===== config.mk =====
export PLATFORM = sky130hd
export DESIGN_NAME = debounced_button_menu_selector_flat
export DESIGN_NICKNAME = d
export VERILOG_FILES = /design/src/hw/rtl/dbms_pkg.sv /design/src/hw/rtl/dbms_poll_if.sv /design/src/hw/rtl/dbms_result_if.sv /design/src/hw/rtl/debounced_button_menu_selector.sv /design/src/hw/rtl/dbms_button.sv /design/src/hw/rtl/dbms_select.sv /design/src/flat_wrapper.sv
export SDC_FILE = /design/constraint.sdc
export NUM_CORES = 1
export LEC_CHECK = 0
export BUFFER_PORTS_ARGS = -buffer_cell sky130_fd_sc_hd__buf_2
export CORE_UTILIZATION = 62
export DETAILED_ROUTE_END_ITERATION = 10
export PLACE_DENSITY = 0.81
export SYNTH_ARGS = -nofsm -noshare
export SYNTH_HDL_FRONTEND = slang
export SYNTH_SLANG_ARGS = --single-unit

===== constraint.sdc =====
create_clock -name clk -period 14.45 [get_ports clk]
set_input_delay 1.445 -clock clk [delete_from_list [all_inputs] [get_ports clk]]
set_output_delay 1.445 -clock clk [all_outputs]
set_load 0.01 [all_outputs]

===== src/hw/rtl/dbms_pkg.sv =====
// Shared constants, types and helpers for the debounced button menu selector.
`timescale 1ns / 1ps

package dbms_pkg;

  localparam int MAX_TASKS   = 8;
  localparam int SEL_W       = 3;
  localparam int TIME_W      = 32;
  localparam int DEBOUNCE_W  = 16;
  localparam int COUNT_W     = 4;
  localparam int CFG_IDX_W   = 1;
  localparam int CFG_DATA_W  = 16;

  // The selection is three bits wide, so at most eight entries can be used.
  localparam int COUNT_LIMIT = (MAX_TASKS < 8) ? MAX_TASKS : 8;

  localparam logic [CFG_IDX_W-1:0]  REG_DEBOUNCE     = 1'b0;
  localparam logic [CFG_IDX_W-1:0]  REG_TASK_COUNT   = 1'b1;

  localparam logic [DEBOUNCE_W-1:0] DEBOUNCE_RESET   = 16'd30;
  localparam logic [COUNT_W-1:0]    TASK_COUNT_RESET = 4'd4;

  typedef struct packed {
    logic up;
    logic down;
    logic run;
  } dbms_events_t;

  // Number of usable menu entries: zero counts as one, and large values are clamped.
  function automatic logic [COUNT_W-1:0] entry_count(input logic [COUNT_W-1:0] task_count);
    logic [COUNT_W-1:0] n;
    n = task_count;
    if (n == '0) begin
      n = COUNT_W'(1);
    end
    if (n > COUNT_W'(COUNT_LIMIT)) begin
      n = COUNT_W'(COUNT_LIMIT);
    end
    return n;
  endfunction

endpackage


===== src/hw/rtl/dbms_poll_if.sv =====
// Poll channel: timestamp and raw levels of the three buttons.
`timescale 1ns / 1ps

interface dbms_poll_if;
  logic                     valid;
  logic                     ready;
  logic [dbms_pkg::TIME_W-1:0] now_ms;
  logic                     up_level;
  logic                     down_level;
  logic                     run_level;

  modport source (output valid, output now_ms, output up_level, output down_level,
                  output run_level, input ready);
  modport sink (input valid, input now_ms, input up_level, input down_level,
                input run_level, output ready);
endinterface


===== src/hw/rtl/dbms_result_if.sv =====
// Result channel: run event and selection after each poll.
`timescale 1ns / 1ps

interface dbms_result_if;
  logic                       valid;
  logic                       ready;
  logic                       run_fired;
  logic [dbms_pkg::SEL_W-1:0] chosen_task;
  logic [dbms_pkg::SEL_W-1:0] current_selection;

  modport source (output valid, output run_fired, output chosen_task,
                  output current_selection, input ready);
  modport sink (input valid, input run_fired, input chosen_task,
                input current_selection, output ready);
endinterface


===== src/hw/rtl/debounced_button_menu_selector.sv =====
// Top level of the debounced three-button menu selector.
//
//   Channel  Dir  Handshake      Beat contents
//   poll     in   valid/ready    now_ms, up_level, down_level, run_level
//   result   out  valid/ready    run_fired, chosen_task, current_selection
//   cfg      in   cfg_we         cfg_index, cfg_data (debounce_ms, task_count)
//
// One poll per clock while the result side is not stalled. The poll is held in
// an input register, then the debouncers and the selection logic settle and the
// result lands in the output register.
// A stalled result holds both stages; the poll side stays ready while the
// input register is empty. Synchronous reset releases all buttons, zeroes the
// selection and restores the register defaults.
`timescale 1ns / 1ps

module debounced_button_menu_selector (
  input  logic                             clk,
  input  logic                             rst,
  dbms_poll_if.sink                        poll,
  dbms_result_if.source                    result,
  input  logic                             cfg_we,
  input  logic [dbms_pkg::CFG_IDX_W-1:0]   cfg_index,
  input  logic [dbms_pkg::CFG_DATA_W-1:0]  cfg_data
);
  import dbms_pkg::*;

  logic [DEBOUNCE_W-1:0] debounce_ms;
  logic [COUNT_W-1:0]    task_count;

  logic              s1_valid;
  logic [TIME_W-1:0] s1_now;
  logic              s1_up;
  logic              s1_down;
  logic              s1_run;

  logic              advance;
  dbms_events_t      events;
  logic [SEL_W-1:0]  selection_next;

  always_ff @(posedge clk) begin
    if (rst) begin
      debounce_ms <= DEBOUNCE_RESET;
      task_count  <= TASK_COUNT_RESET;
    end else if (cfg_we) begin
      case (cfg_index)
        REG_DEBOUNCE:   debounce_ms <= cfg_data[DEBOUNCE_W-1:0];
        REG_TASK_COUNT: task_count  <= cfg_data[COUNT_W-1:0];
        default:        ;
      endcase
    end
  end

  assign advance    = s1_valid && (!result.valid || result.ready);
  assign poll.ready = !s1_valid || advance;

  always_ff @(posedge clk) begin
    if (rst) begin
      s1_valid <= 1'b0;
    end else if (poll.ready) begin
      s1_valid <= poll.valid;
    end
  end

  always_ff @(posedge clk) begin
    if (poll.valid && poll.ready) begin
      s1_now  <= poll.now_ms;
      s1_up   <= poll.up_level;
      s1_down <= poll.down_level;
      s1_run  <= poll.run_level;
    end
  end

  dbms_button u_up (
    .clk         (clk),
    .rst         (rst),
    .step        (advance),
    .level       (s1_up),
    .now_ms      (s1_now),
    .debounce_ms (debounce_ms),
    .press       (events.up)
  );

  dbms_button u_down (
    .clk         (clk),
    .rst         (rst),
    .step        (advance),
    .level       (s1_down),
    .now_ms      (s1_now),
    .debounce_ms (debounce_ms),
    .press       (events.down)
  );

  dbms_button u_run (
    .clk         (clk),
    .rst         (rst),
    .step        (advance),
    .level       (s1_run),
    .now_ms      (s1_now),
    .debounce_ms (debounce_ms),
    .press       (events.run)
  );

  dbms_select u_select (
    .clk            (clk),
    .rst            (rst),
    .step           (advance),
    .events         (events),
    .task_count     (task_count),
    .selection_next (selection_next)
  );

  always_ff @(posedge clk) begin
    if (rst) begin
      result.valid <= 1'b0;
    end else if (advance) begin
      result.valid <= 1'b1;
    end else if (result.ready) begin
      result.valid <= 1'b0;
    end
  end

  always_ff @(posedge clk) begin
    if (advance) begin
      result.run_fired         <= events.run;
      result.chosen_task       <= events.run ? selection_next : '0;
      result.current_selection <= selection_next;
    end
  end

  // A run beat always reports the selection that travels with it.
  a_run_reports_selection: assert property (@(posedge clk) disable iff (rst)
    result.valid && result.run_fired |-> result.chosen_task == result.current_selection)
    else $error("chosen_task differs from current_selection on a run beat");

  a_idle_task_zero: assert property (@(posedge clk) disable iff (rst)
    result.valid && !result.run_fired |-> result.chosen_task == '0)
    else $error("chosen_task not zero without a run event");

  a_advance_fills_output: assert property (@(posedge clk) disable iff (rst)
    advance |=> result.valid)
    else $error("result register empty after a poll moved into it");

  a_stall_holds_input: assert property (@(posedge clk) disable iff (rst)
    s1_valid && !advance |=> s1_valid && $stable(s1_now))
    else $error("held poll lost while the result side stalled");

  a_empty_stage_ready: assert property (@(posedge clk) disable iff (rst)
    !s1_valid |-> poll.ready)
    else $error("poll side stalled with an empty input register");

endmodule


===== src/hw/rtl/dbms_button.sv =====
// Timestamp debouncer for one button, producing a press event per poll.
`timescale 1ns / 1ps

module dbms_button (
  input  logic                            clk,
  input  logic                            rst,
  input  logic                            step,
  input  logic                            level,
  input  logic [dbms_pkg::TIME_W-1:0]     now_ms,
  input  logic [dbms_pkg::DEBOUNCE_W-1:0] debounce_ms,
  output logic                            press
);
  import dbms_pkg::*;

  logic              stable;
  logic              candidate;
  logic [TIME_W-1:0] candidate_time;
  logic [TIME_W-1:0] elapsed;
  logic              settled;

  // Modulo subtraction keeps the elapsed time correct across timestamp wrap.
  assign elapsed = now_ms - candidate_time;
  assign settled = (level == candidate) && (level != stable) &&
                   (elapsed >= TIME_W'(debounce_ms));
  assign press   = settled && level;

  always_ff @(posedge clk) begin
    if (rst) begin
      stable    <= 1'b0;
      candidate <= 1'b0;
    end else if (step) begin
      if (level != candidate) begin
        candidate <= level;
      end else if (settled) begin
        stable <= level;
      end
    end
  end

  always_ff @(posedge clk) begin
    if (step && (level != candidate)) begin
      candidate_time <= now_ms;
    end
  end

endmodule


===== src/hw/rtl/dbms_select.sv =====
// Menu selection register, moved by the up and down press events.
`timescale 1ns / 1ps

module dbms_select (
  input  logic                         clk,
  input  logic                         rst,
  input  logic                         step,
  input  dbms_pkg::dbms_events_t       events,
  input  logic [dbms_pkg::COUNT_W-1:0] task_count,
  output logic [dbms_pkg::SEL_W-1:0]   selection_next
);
  import dbms_pkg::*;

  logic [SEL_W-1:0]   selection;
  logic [COUNT_W-1:0] n;
  logic [COUNT_W-1:0] sel_plus;

  assign n        = entry_count(task_count);
  assign sel_plus = COUNT_W'(selection) + COUNT_W'(1);

  // Up takes precedence when both up and down fire in the same poll.
  always_comb begin
    selection_next = selection;
    if (events.up) begin
      if (selection == '0) begin
        selection_next = SEL_W'(n - COUNT_W'(1));
      end else begin
        selection_next = selection - SEL_W'(1);
      end
    end else if (events.down) begin
      if (sel_plus >= n) begin
        selection_next = '0;
      end else begin
        selection_next = SEL_W'(sel_plus);
      end
    end
  end

  always_ff @(posedge clk) begin
    if (rst) begin
      selection <= '0;
    end else if (step) begin
      selection <= selection_next;
    end
  end

endmodule


===== src/flat_wrapper.sv =====
// flat-port wrapper written by rule: the top's interface ports become plain ports
module debounced_button_menu_selector_flat import dbms_pkg::*;
  (clk, rst, cfg_we, cfg_index, cfg_data, poll_valid, poll_now_ms, poll_up_level, poll_down_level, poll_run_level, poll_ready, result_valid, result_run_fired, result_chosen_task, result_current_selection, result_ready);
  dbms_poll_if poll_i ();
  dbms_result_if result_i ();
  input  logic clk;
  input  logic rst;
  input  logic cfg_we;
  input  logic [dbms_pkg::CFG_IDX_W-1:0] cfg_index;
  input  logic [dbms_pkg::CFG_DATA_W-1:0] cfg_data;
  input wire logic [$bits(poll_i.valid)-1:0] poll_valid;
  input wire logic [$bits(poll_i.now_ms)-1:0] poll_now_ms;
  input wire logic [$bits(poll_i.up_level)-1:0] poll_up_level;
  input wire logic [$bits(poll_i.down_level)-1:0] poll_down_level;
  input wire logic [$bits(poll_i.run_level)-1:0] poll_run_level;
  output wire logic [$bits(poll_i.ready)-1:0] poll_ready;
  output wire logic [$bits(result_i.valid)-1:0] result_valid;
  output wire logic [$bits(result_i.run_fired)-1:0] result_run_fired;
  output wire logic [$bits(result_i.chosen_task)-1:0] result_chosen_task;
  output wire logic [$bits(result_i.current_selection)-1:0] result_current_selection;
  input wire logic [$bits(result_i.ready)-1:0] result_ready;
  assign poll_i.valid = poll_valid;
  assign poll_i.now_ms = poll_now_ms;
  assign poll_i.up_level = poll_up_level;
  assign poll_i.down_level = poll_down_level;
  assign poll_i.run_level = poll_run_level;
  assign poll_ready = poll_i.ready;
  assign result_valid = result_i.valid;
  assign result_run_fired = result_i.run_fired;
  assign result_chosen_task = result_i.chosen_task;
  assign result_current_selection = result_i.current_selection;
  assign result_i.ready = result_ready;
  debounced_button_menu_selector u_core (.clk(clk), .rst(rst), .poll(poll_i), .result(result_i), .cfg_we(cfg_we), .cfg_index(cfg_index), .cfg_data(cfg_data));
endmodule

* Word level (Yosys, flattened, before mapping)
Cells that the tools add are included.
W data, S select, Z words.
** Word-level totals
- Bits in registers :: 169
- Logic and storage cells :: 82
- Output and inout port bits :: 9
- Input bits :: 57
** Cells by class
- Equality and inequality tests :: 9
- Bitwise operators :: 4
- Muxes and demuxes :: 8
- Reductions and logical operators :: 29
- $add $sub $neg :: 6
- Order comparisons :: 5
** Operators by type and width (count)
- $ge A32 B16 Y1 :: 3
- $sub A32 B32 Y32 :: 3
- $logic_and A1 B1 Y1 :: 14
- $mux W3 :: 4
- $reduce_and A2 Y1 :: 5
- $reduce_and A3 Y1 :: 3
- $mux W4 :: 2
- $ne A1 B1 Y1 :: 6
- $sub A3 B1 Y3 const B :: 2
- $add A3 B1 Y4 const B :: 1
- $ge A4 B4 Y1 :: 1
- $gt A4 B4 Y1 const B :: 1
- $logic_not A4 Y1 :: 1
- $not A1 Y1 :: 4
- $eq A1 B1 Y1 :: 3
- $logic_not A3 Y1 :: 1
- $logic_not A1 Y1 :: 2
- $logic_or A1 B1 Y1 :: 2
- $mux W1 :: 2
- $reduce_bool A2 Y1 :: 1

* Logic depth before layout (Yosys ltp)
Gate-level depths: netlist (run 1).
- Word-level depth :: 8
- Depth in mapped cells :: 22
- Gate-level depth less buffers :: 21

* By module
Synthesis (run 1) repeated with hierarchy kept, for this count alone.
** Second synthesis, totals
- Cell total of the unflattened synthesis :: 1495
- Area, all modules :: 13523.0 sq um
** By module, submodules not included
- dbms_button at u_core.u_run ... :: cells an instance 444, area each 3674.8 sq um, times used 2, seq. area each 1001.0 sq um
- dbms_button at u_core.u_down :: cells an instance 415, area each 3475.8 sq um, times used 1, seq. area each 1001.0 sq um
- debounced_button_menu_selector :: cells an instance 143, area each 2294.7 sq um, times used 1, seq. area each 1701.6 sq um
- dbms_select :: cells an instance 49, area each 402.9 sq um, times used 1, seq. area each 60.1 sq um

* Least setup slack after synthesis (run 1)
Ideal clock, no wire load.
- Kind :: register to register
- Start point :: register u_core.s1_now[9]
- End point :: register u_core.result.chosen_task[1], data pin
- Slack :: 9.700 ns
- Setup time :: 0.276 ns
- Period minus slack after synthesis :: 4.750 ns
- Path buffers :: 1
- Data arrival time :: 4.474 ns
- Data required time :: 14.174 ns
- Stages on the path, launching flop included :: 20
- Cells stage by stage :: edfxtp_1 -> ha_1 -> clkbuf_1 -> nand3_1 -> or2_2 -> a2111oi_0 -> nor3_1 -> o21bai_1 -> xor2_1 -> ha_1 -> a21oi_1 -> o211ai_1 -> or4_1 -> nor4_1 -> o211ai_1 -> nor3_1 -> nand4b_1 -> a2111oi_0 -> or3_1 -> a211oi_1
** Between the ends
- Cells in the longest elaborated chain, start to end :: 6
- Elaborated cells between the ends (all ways) :: 14
- Classes of those cells :: add/sub (3); order compare (3); mux (2); reduce/logical (6)
** RTL lines
- from (decl) :: line debounced_button_menu_selector.sv:31 : logic [TIME_W-1:0] s1_now;
- from (signal assigned) :: line debounced_button_menu_selector.sv:66 : s1_now <= poll.now_ms;
- $sub A32 B32 Y32 :: line dbms_button.sv:22 : assign elapsed = now_ms - candidate_time;
- $ge A32 B16 Y1 :: line dbms_button.sv:24 : (elapsed >= TIME_W'(debounce_ms));
- $logic_and A1 B1 Y1 :: line dbms_button.sv:23 : assign settled = (level == candidate) && (level != stable) &&
- $logic_and A1 B1 Y1 :: line dbms_button.sv:25 : assign press = settled && level;
- $mux W3 :: line dbms_select.sv:30 : end else if (events.down) begin
- $mux W3 :: line dbms_select.sv:24 : if (events.up) begin
- to (signal assigned) :: line debounced_button_menu_selector.sv:125 : result.chosen_task <= events.run ? selection_next : '0;
- to (decl) :: line dbms_result_if.sv:11 : modport source (output valid, output run_fired, output chosen_task,
Several ways; a longest one is shown, not always the timed one.
A chain may end at the register's enable or synchronous reset.

* Worst setup path in the final report (run 1)
- Start point :: register u_core.s1_now[9]
- End point :: register u_core.result.chosen_task[2], data pin
Same word-level chain as after synthesis.

==> run metrics, run 1 <==
synth-to-layout area growth=8.092%; H-tree depth=4; Cells after Synth=1,422; final hold violation count=0; Slew HR=14.70%; CTS tree=done; hold_buf cts=0; gr ovfl total=0; Port Buf Inserts=65; final wirelength=34.65 mm; core area=0.02030 mm²; Starting Density=63.60%; GRT Resource Usage Total=32.89%; Clock Pin Slew Worst Setup and Hold Paths=0.07 ns; IO Pins=66; post-layout util=68.75%; slew of the pin with the lowest slew margin=1.277 ns; Total Power=1.357 mW; fmax=170.5 MHz; DR pass1 iterations=5; Seq cells post-synth=169; status=finished clean; post-CTS resize count=0; Sequential Power Share=42.1%; CP cell instances=ha_1, nand3_1, or2_2, a2111oi_0, nor3_1, o21bai_1, xor2_1, ha_1, a21oi_1, o211ai_1, or4_1, nor4_1, o211ai_1, nor3_1, nand4b_1, a2111oi_0, or3_1, nor3_1; RSZ-0062 raised after global routing=false; crit path kind=reg2reg; post-layout minimum cycle time=5.866 ns; Core Rows=52; Net Switching=0.4309 mW; nets=1,670; DR iter-0 viols=1,066; async set-reset flop share out of synthesis=0%; most numerous cell on the critical path=nor3_1; Slew Limit Fails=0; Top delay family on crit path=compound AO/OA/AOI/OAI gates; dpl ws=8.692 ns; Post-synth EDFFs=138; most frequent cell after synthesis=ha_1; Mapped Area=0.01291 mm²; antenna violations before repair=0; Syn Area/Cell=9.080 µm²; vias in the first global route=10,830; Synthesized Nets=1,630; first-pass GRT wire length=55.43 mm; period utilization=40.60%; CP arrival=6.05 ns; sequential area share after synthesis=36.90%; sw frac=31.75%; Clk Latency, worst-skew pair=0.43 ns; Die Span X=146.3 µm; root buf cell=clkbuf_16; routed vias=11,250; Netlist cell types=82; Synth top cells by count=148 x ha_1, 144 x inv_1, 139 x a21oi_1, 138 x edfxtp_1, 123 x nand2_1; type of origin of the critical path=flop; drt drc=0; largest net degree at the start of global routing=36; type of the worst min-delay path=reg2reg; share of layout cells above drive strength 1=8.814%; Power Density=97.25 mW/mm²; crit path max fanout=7; Synth top area share=32.10%; final worst slack=8.584 ns; CP max stage cell=a2111oi_0; combinational share of power=25.4%; Most used DFF post-synth=edfxtp_1; CP Data Required Time=14.63 ns; WL per Instance=19.85 µm; Fin Clk Skew=0.01143 ns; Fin Setup TNS=0 ns; clk buf depth=2; top cells by area, synth=edfxtp_1 32%, ha_1 14%, a21oi_1 5.4%; kind of end point of the critical path=flop; TritonCTS buffer count=17; Pleak=5.808 nW; FF-to-FF Start=u_core.s1_now[9]; max-capacitance violation count=0; Pint=0.9263 mW; GP Congestion=0.9672; Worst Setup SP=u_core.s1_now[9]; antenna fix cells=0; r2r setup slk=8.58 ns; # Post-CTS Setup Buffers=0; max incr delay on CP=0.83 ns; FILL cells=1,626; hold path startpoint=u_core.debounce_ms[7]; Final ANT Viol Nets=0; total clock sinks=169; Die H=146.3 µm; die area=0.02141 mm²; vias per cell=6.445; WP buf/inv=0; Detailed Place HPWL=26.84 mm; Setup-failing EPs final=0; IR drop worst, VDD=0.08806 mV; Ys Warns=0; top cell type by total area after synthesis=edfxtp_1; clock share of power=32.5%
[power groups by stage]
stage,clock network [mW],registers (mW),logic [mW]
floorplan,0,0.573,0.253
global route,0.455,0.573,0.382
CTS,0.442,0.570,0.338
global placement,0,0.580,0.330
finish,0.441,0.571,0.345
detailed placement,0,0.581,0.336
[cells in the final DEF, fill, tap and decap left out, drive strengths merged, types with 9 or more instances in the layout]
cell type	n
ha	148
inv	148
a21oi	139
edfxtp	138
nand2	123
nor2	92
buf	67
o21ai	65
a21o	38
xnor2	36
nand4	36
nand3	32
dfxtp	31
nor3	29
xor2	25
a211oi	20
o21a	19
clkbuf	18
o211ai	17
nor2b	16
and3	16
a31oi	15
o21bai	13
or2	13
nand2b	11
o31ai	11
nor4	11
a211o	9
[final cells by class]
class / instances / area [µm²] / area share [%]
Multi-Input combinational cell: 1062 / 7417 / 53.15
Clock inverter: 14 / 122.6 / 0.8786
Inverter: 145 / 544.3 / 3.900
Sequential cell: 169 / 4765 / 34.14
Timing Repair Buffer: 67 / 340.3 / 2.439
Clock buffer: 18 / 429.2 / 3.075
Tap cell: 270 / 337.8 / 2.421
[routing by layer]
layer	GRT usage (%)	wire, µm	vias up
li1	-	-	5336
met1	44.15	15030	5356
met2	53.64	15870	463
met3	5.563	2623	92
met4	11.77	1125	0
met5	0	0	-
[worst paths after layout]
kind                                  endpoint  cells after the start
setup / recovery  u_core.result.chosen_task[2]                     18
hold / removal           u_core.debounce_ms[7]                      2
setup reg to reg  u_core.result.chosen_task[2]                     18
hold reg to reg          u_core.debounce_ms[7]                      2
[logic make-up (layout without fill, tap and decap cells)]
logic type / Yosys count / in the layout / synth area share, %
multiplexers: 5 / 5 / 0.3876
XOR/XNOR: 61 / 61 / 4.196
AO/OA/AOI/OAI: 430 / 430 / 22.04
buffers and inverters: 191 / 244 / 5.756
adder cells (fa/ha/maj): 151 / 151 / 14.81
AND/OR/NAND/NOR: 415 / 415 / 15.91
flip-flops: 169 / 169 / 36.90
[through the flow]
| step | hold WS [ns] | cell area [µm²] | instances |
|---|---|---|---|
| CTS | 0.4571 | 13960 | 1745 |
| global placement | 0.4432 | 13400 | 1713 |
| floorplan | 0.4363 | 12910 | 1422 |
| detailed placement | 0.4479 | 13400 | 1713 |
| global route | 0.4750 | 13960 | 1745 |
| finish | 0.4544 | 13960 | 1745 |
[worst reg2reg max path, cell delays in order, from the launching register on]
cell and delay [ns]:
edfxtp_1 0.47, ha_1 0.46, nand3_1 0.15, or2_2 0.31, a2111oi_0 0.83, nor3_1 0.25, o21bai_1 0.24, xor2_1 0.09
ha_1 0.20, a21oi_1 0.11, o211ai_1 0.10, or4_1 0.54, nor4_1 0.20, o211ai_1 0.14, nor3_1 0.21, nand4b_1 0.11
a2111oi_0 0.80, or3_1 0.31, nor3_1 0.08
[registers in the layout, indices dropped and copies added, names as in the netlist]
register and cells:
u_core.s1_now 32, u_core.u_down.candidate_time 32, u_core.u_run.candidate_time 32, u_core.u_up.candidate_time 32, u_core.debounce_ms 16, u_core.task_count 4
u_core.result.chosen_task 3, u_core.result.current_selection 3, u_core.u_select.selection 3, u_core.result.run_fired 1, u_core.result.valid 1, u_core.s1_down 1
u_core.s1_run 1, u_core.s1_up 1, u_core.s1_valid 1, u_core.u_down.candidate 1, u_core.u_down.stable 1, u_core.u_run.candidate 1
u_core.u_run.stable 1, u_core.u_up.candidate 1, u_core.u_up.stable 1
No activity file was read; power rests on OpenSTA's default activity.
==> run 2: changes to the inputs <==
Settings changed: CORE_UTILIZATION 62 to 57, PLACE_DENSITY 0.81 to 0.78.
Clock period 14.45 ns to 5 ns, I/O delays scaled along.
==> run 2 against run 1 <==
  * Combinational power grew to 3.0 times the previous value
  * Largest cell class unchanged
  * Fmax increased by 21%
  * Critical endpoint is now u_core.u_select.selection[2]
  * Worst hold slack got worse by 0.22 ns
  * Sequential share of layout area shrank 1.0 points
==> run metrics, run 2 (same netlist as run 1, synthesis figures left out) <==
CTS tree=done; hold_buf cts=0 (unchanged); post-layout minimum cycle time=4.843 ns (-1.023 ns); WP buf/inv=2 (+2); clk buf depth=2 (unchanged); antenna fix cells=0 (unchanged); CP cell instances=buf_4, ha_2, and3_4, a221oi_2, or2_2, nand3_1, nand3_1, o21bai_1, xor2_1, ha_1, nand4_1, nor2_1, nand4_1, a21oi_1, or4_1, nor4_2, nand4_1, nor4_4, buf_4, or2_4, nor2_2, a2111oi_2; fmax=206.5 MHz (+21%); commonest non-fill, non-tap cell in the layout=ha_1; Fin Clk Skew=0.01751 ns (+0.006084 ns); total clock sinks=169 (unchanged); die area=0.02326 mm² (+8.6%); TritonCTS buffer count=17 (unchanged); Starting Density=58.62% (-5.0 points); DR pass1 iterations=6 (+1); Die H=152.5 µm (+4.2%); CP arrival=5.19 ns (-0.86 ns); dpl ws=-0.1574 ns (-8.849 ns); Setup-failing EPs final=0 (unchanged); max-capacitance violation count=0 (unchanged); root buf cell=clkbuf_16; GRT Resource Usage Total=30.08% (-2.8 points); max incr delay on CP=0.54 ns (-0.29 ns); area of the multi-input gates=0.007492 mm² (+1.0%); slew of the pin with the lowest slew margin=0.8849 ns (-0.3919 ns); status=finished clean; WL per Instance=19.43 µm (-2.1%); gr ovfl total=0 (unchanged); Clk Latency, worst-skew pair=0.45 ns (+0.02 ns); Pleak=6.032 nW (+3.9%); Total Power=4.066 mW (+200%); IR drop worst, VDD=0.2566 mV (+190%); Inst Count DP=1,746 (+1.9%); register area=0.004765 mm² (unchanged); Detailed Place HPWL=26.51 mm (-1.2%); antenna violations before repair=0 (unchanged); most numerous cell on the critical path=nand4_1; post-layout util=65.37% (-3.4 points); nets=1,708 (+2.3%); drt drc=0 (unchanged); synth-to-layout area growth=11.51%; IO Pins=66 (unchanged); crit path max fanout=5 (-2); vias in the first global route=10,640 (-1.7%); routed vias=11,350 (+0.94%); Port Buf Inserts=65 (unchanged); final hold violation count=0 (unchanged); GP Congestion=0.9735 (+0.65%); type of the worst min-delay path=in2reg; kind of end point of the critical path=flop; Top delay family on crit path=simple AND/OR/NAND/NOR gates; leading cell types in the layout, fill and taps excluded=146 x ha_1, 144 x inv_1, 138 x edfxtp_1; Slew Limit Fails=0 (unchanged); share of layout cells above drive strength 1=12.43% (+3.6 points); vias per cell=6.332 (-1.8%); Slew HR=41.01% (+26 points); crit path kind=reg2reg; DR iter-0 viols=1,265 (+19%); final wirelength=34.83 mm (+0.55%); H-tree depth=4 (unchanged); FILL cells=1,814 (+12%); final worst slack=0.1569 ns (-8.427 ns); first-pass GRT wire length=55.18 mm (-0.46%); period utilization=96.86% (+56 points); largest net degree at the start of global routing=36 (unchanged); core area=0.02203 mm² (+8.5%); type of origin of the critical path=flop; Non-Filler Instances=1,793 (+2.8%); Final ANT Viol Nets=0 (unchanged); Power Density=282.4 mW/mm² (+190%); Die Span X=152.5 µm (+4.2%); CP max stage cell=or4_1; CP Data Required Time=5.34 ns (-9.29 ns); Clock Pin Slew Worst Setup and Hold Paths=0.07 ns (about the same); Core Rows=54 (+3.8%)
==> run 2: changes by cell type in the layout (fill, tap and decap cells not counted), sizes merged <==
cell      change
clkinvlp      -2
inv           +4
buf          +38
clkinv        -1
bufinv        -1
==> run 2: per-stage QoR <==
step / TNS [ns] / hold slack [ns] / cell area, µm²
finish: 0 / 0.2301 / 14400
global route: -0.01376 / 0.2181 / 14400
CTS: 0 / 0.2220 / 14230
detailed placement: -0.5661 / 0.4482 / 13580
global placement: 0 / 0.4445 / 13580
floorplan: 0 / 0.4363 / 12910
==> run 2: cell type report <==
class | instances | area share, %
Multi-Input combinational cell | 1062 | 52.04
Sequential cell | 169 | 33.09
Timing Repair Buffer | 105 | 4.345
Inverter | 145 | 3.780
Clock buffer | 18 | 3.129
Tap cell | 280 | 2.433
Clock inverter | 14 | 1.182
==> run 2: what timing repair did <==
item | in CTS | in global routing
endpoints found under the setup margin | 6 | 12
pin swaps | 1 | 8
setup buffers | 2 | 13
gates resized for setup | 6 | 19
==> run 2: routing by layer <==
layer  vias up  track usage [%]  part of all wire (%)
li1       5439                -                     -
met1      5370            41.57                    45
met2       460            48.89                    45
met3        84            4.039                   6.9
met4         0            9.909                   2.7
met5         -                0                     0
==> run 2: final timing paths <==
check                    startpoint                           end  slack, ns  cells after the start
max                u_core.s1_now[8]  u_core.u_select.selection[2]       0.16                     22
min reg2reg  u_core.debounce_ms[14]        u_core.debounce_ms[14]       0.46                      2
min                   poll_up_level                  u_core.s1_up       0.23                      1
max reg2reg        u_core.s1_now[8]  u_core.u_select.selection[2]       0.16                     22
==> run 2: report_power, final <==
| part | switching [mW] | internal, mW |
|---|---|---|
| Combinational | 0.621 | 0.424 |
| Clock | 0.666 | 0.711 |
| Sequential | 0.0535 | 1.59 |
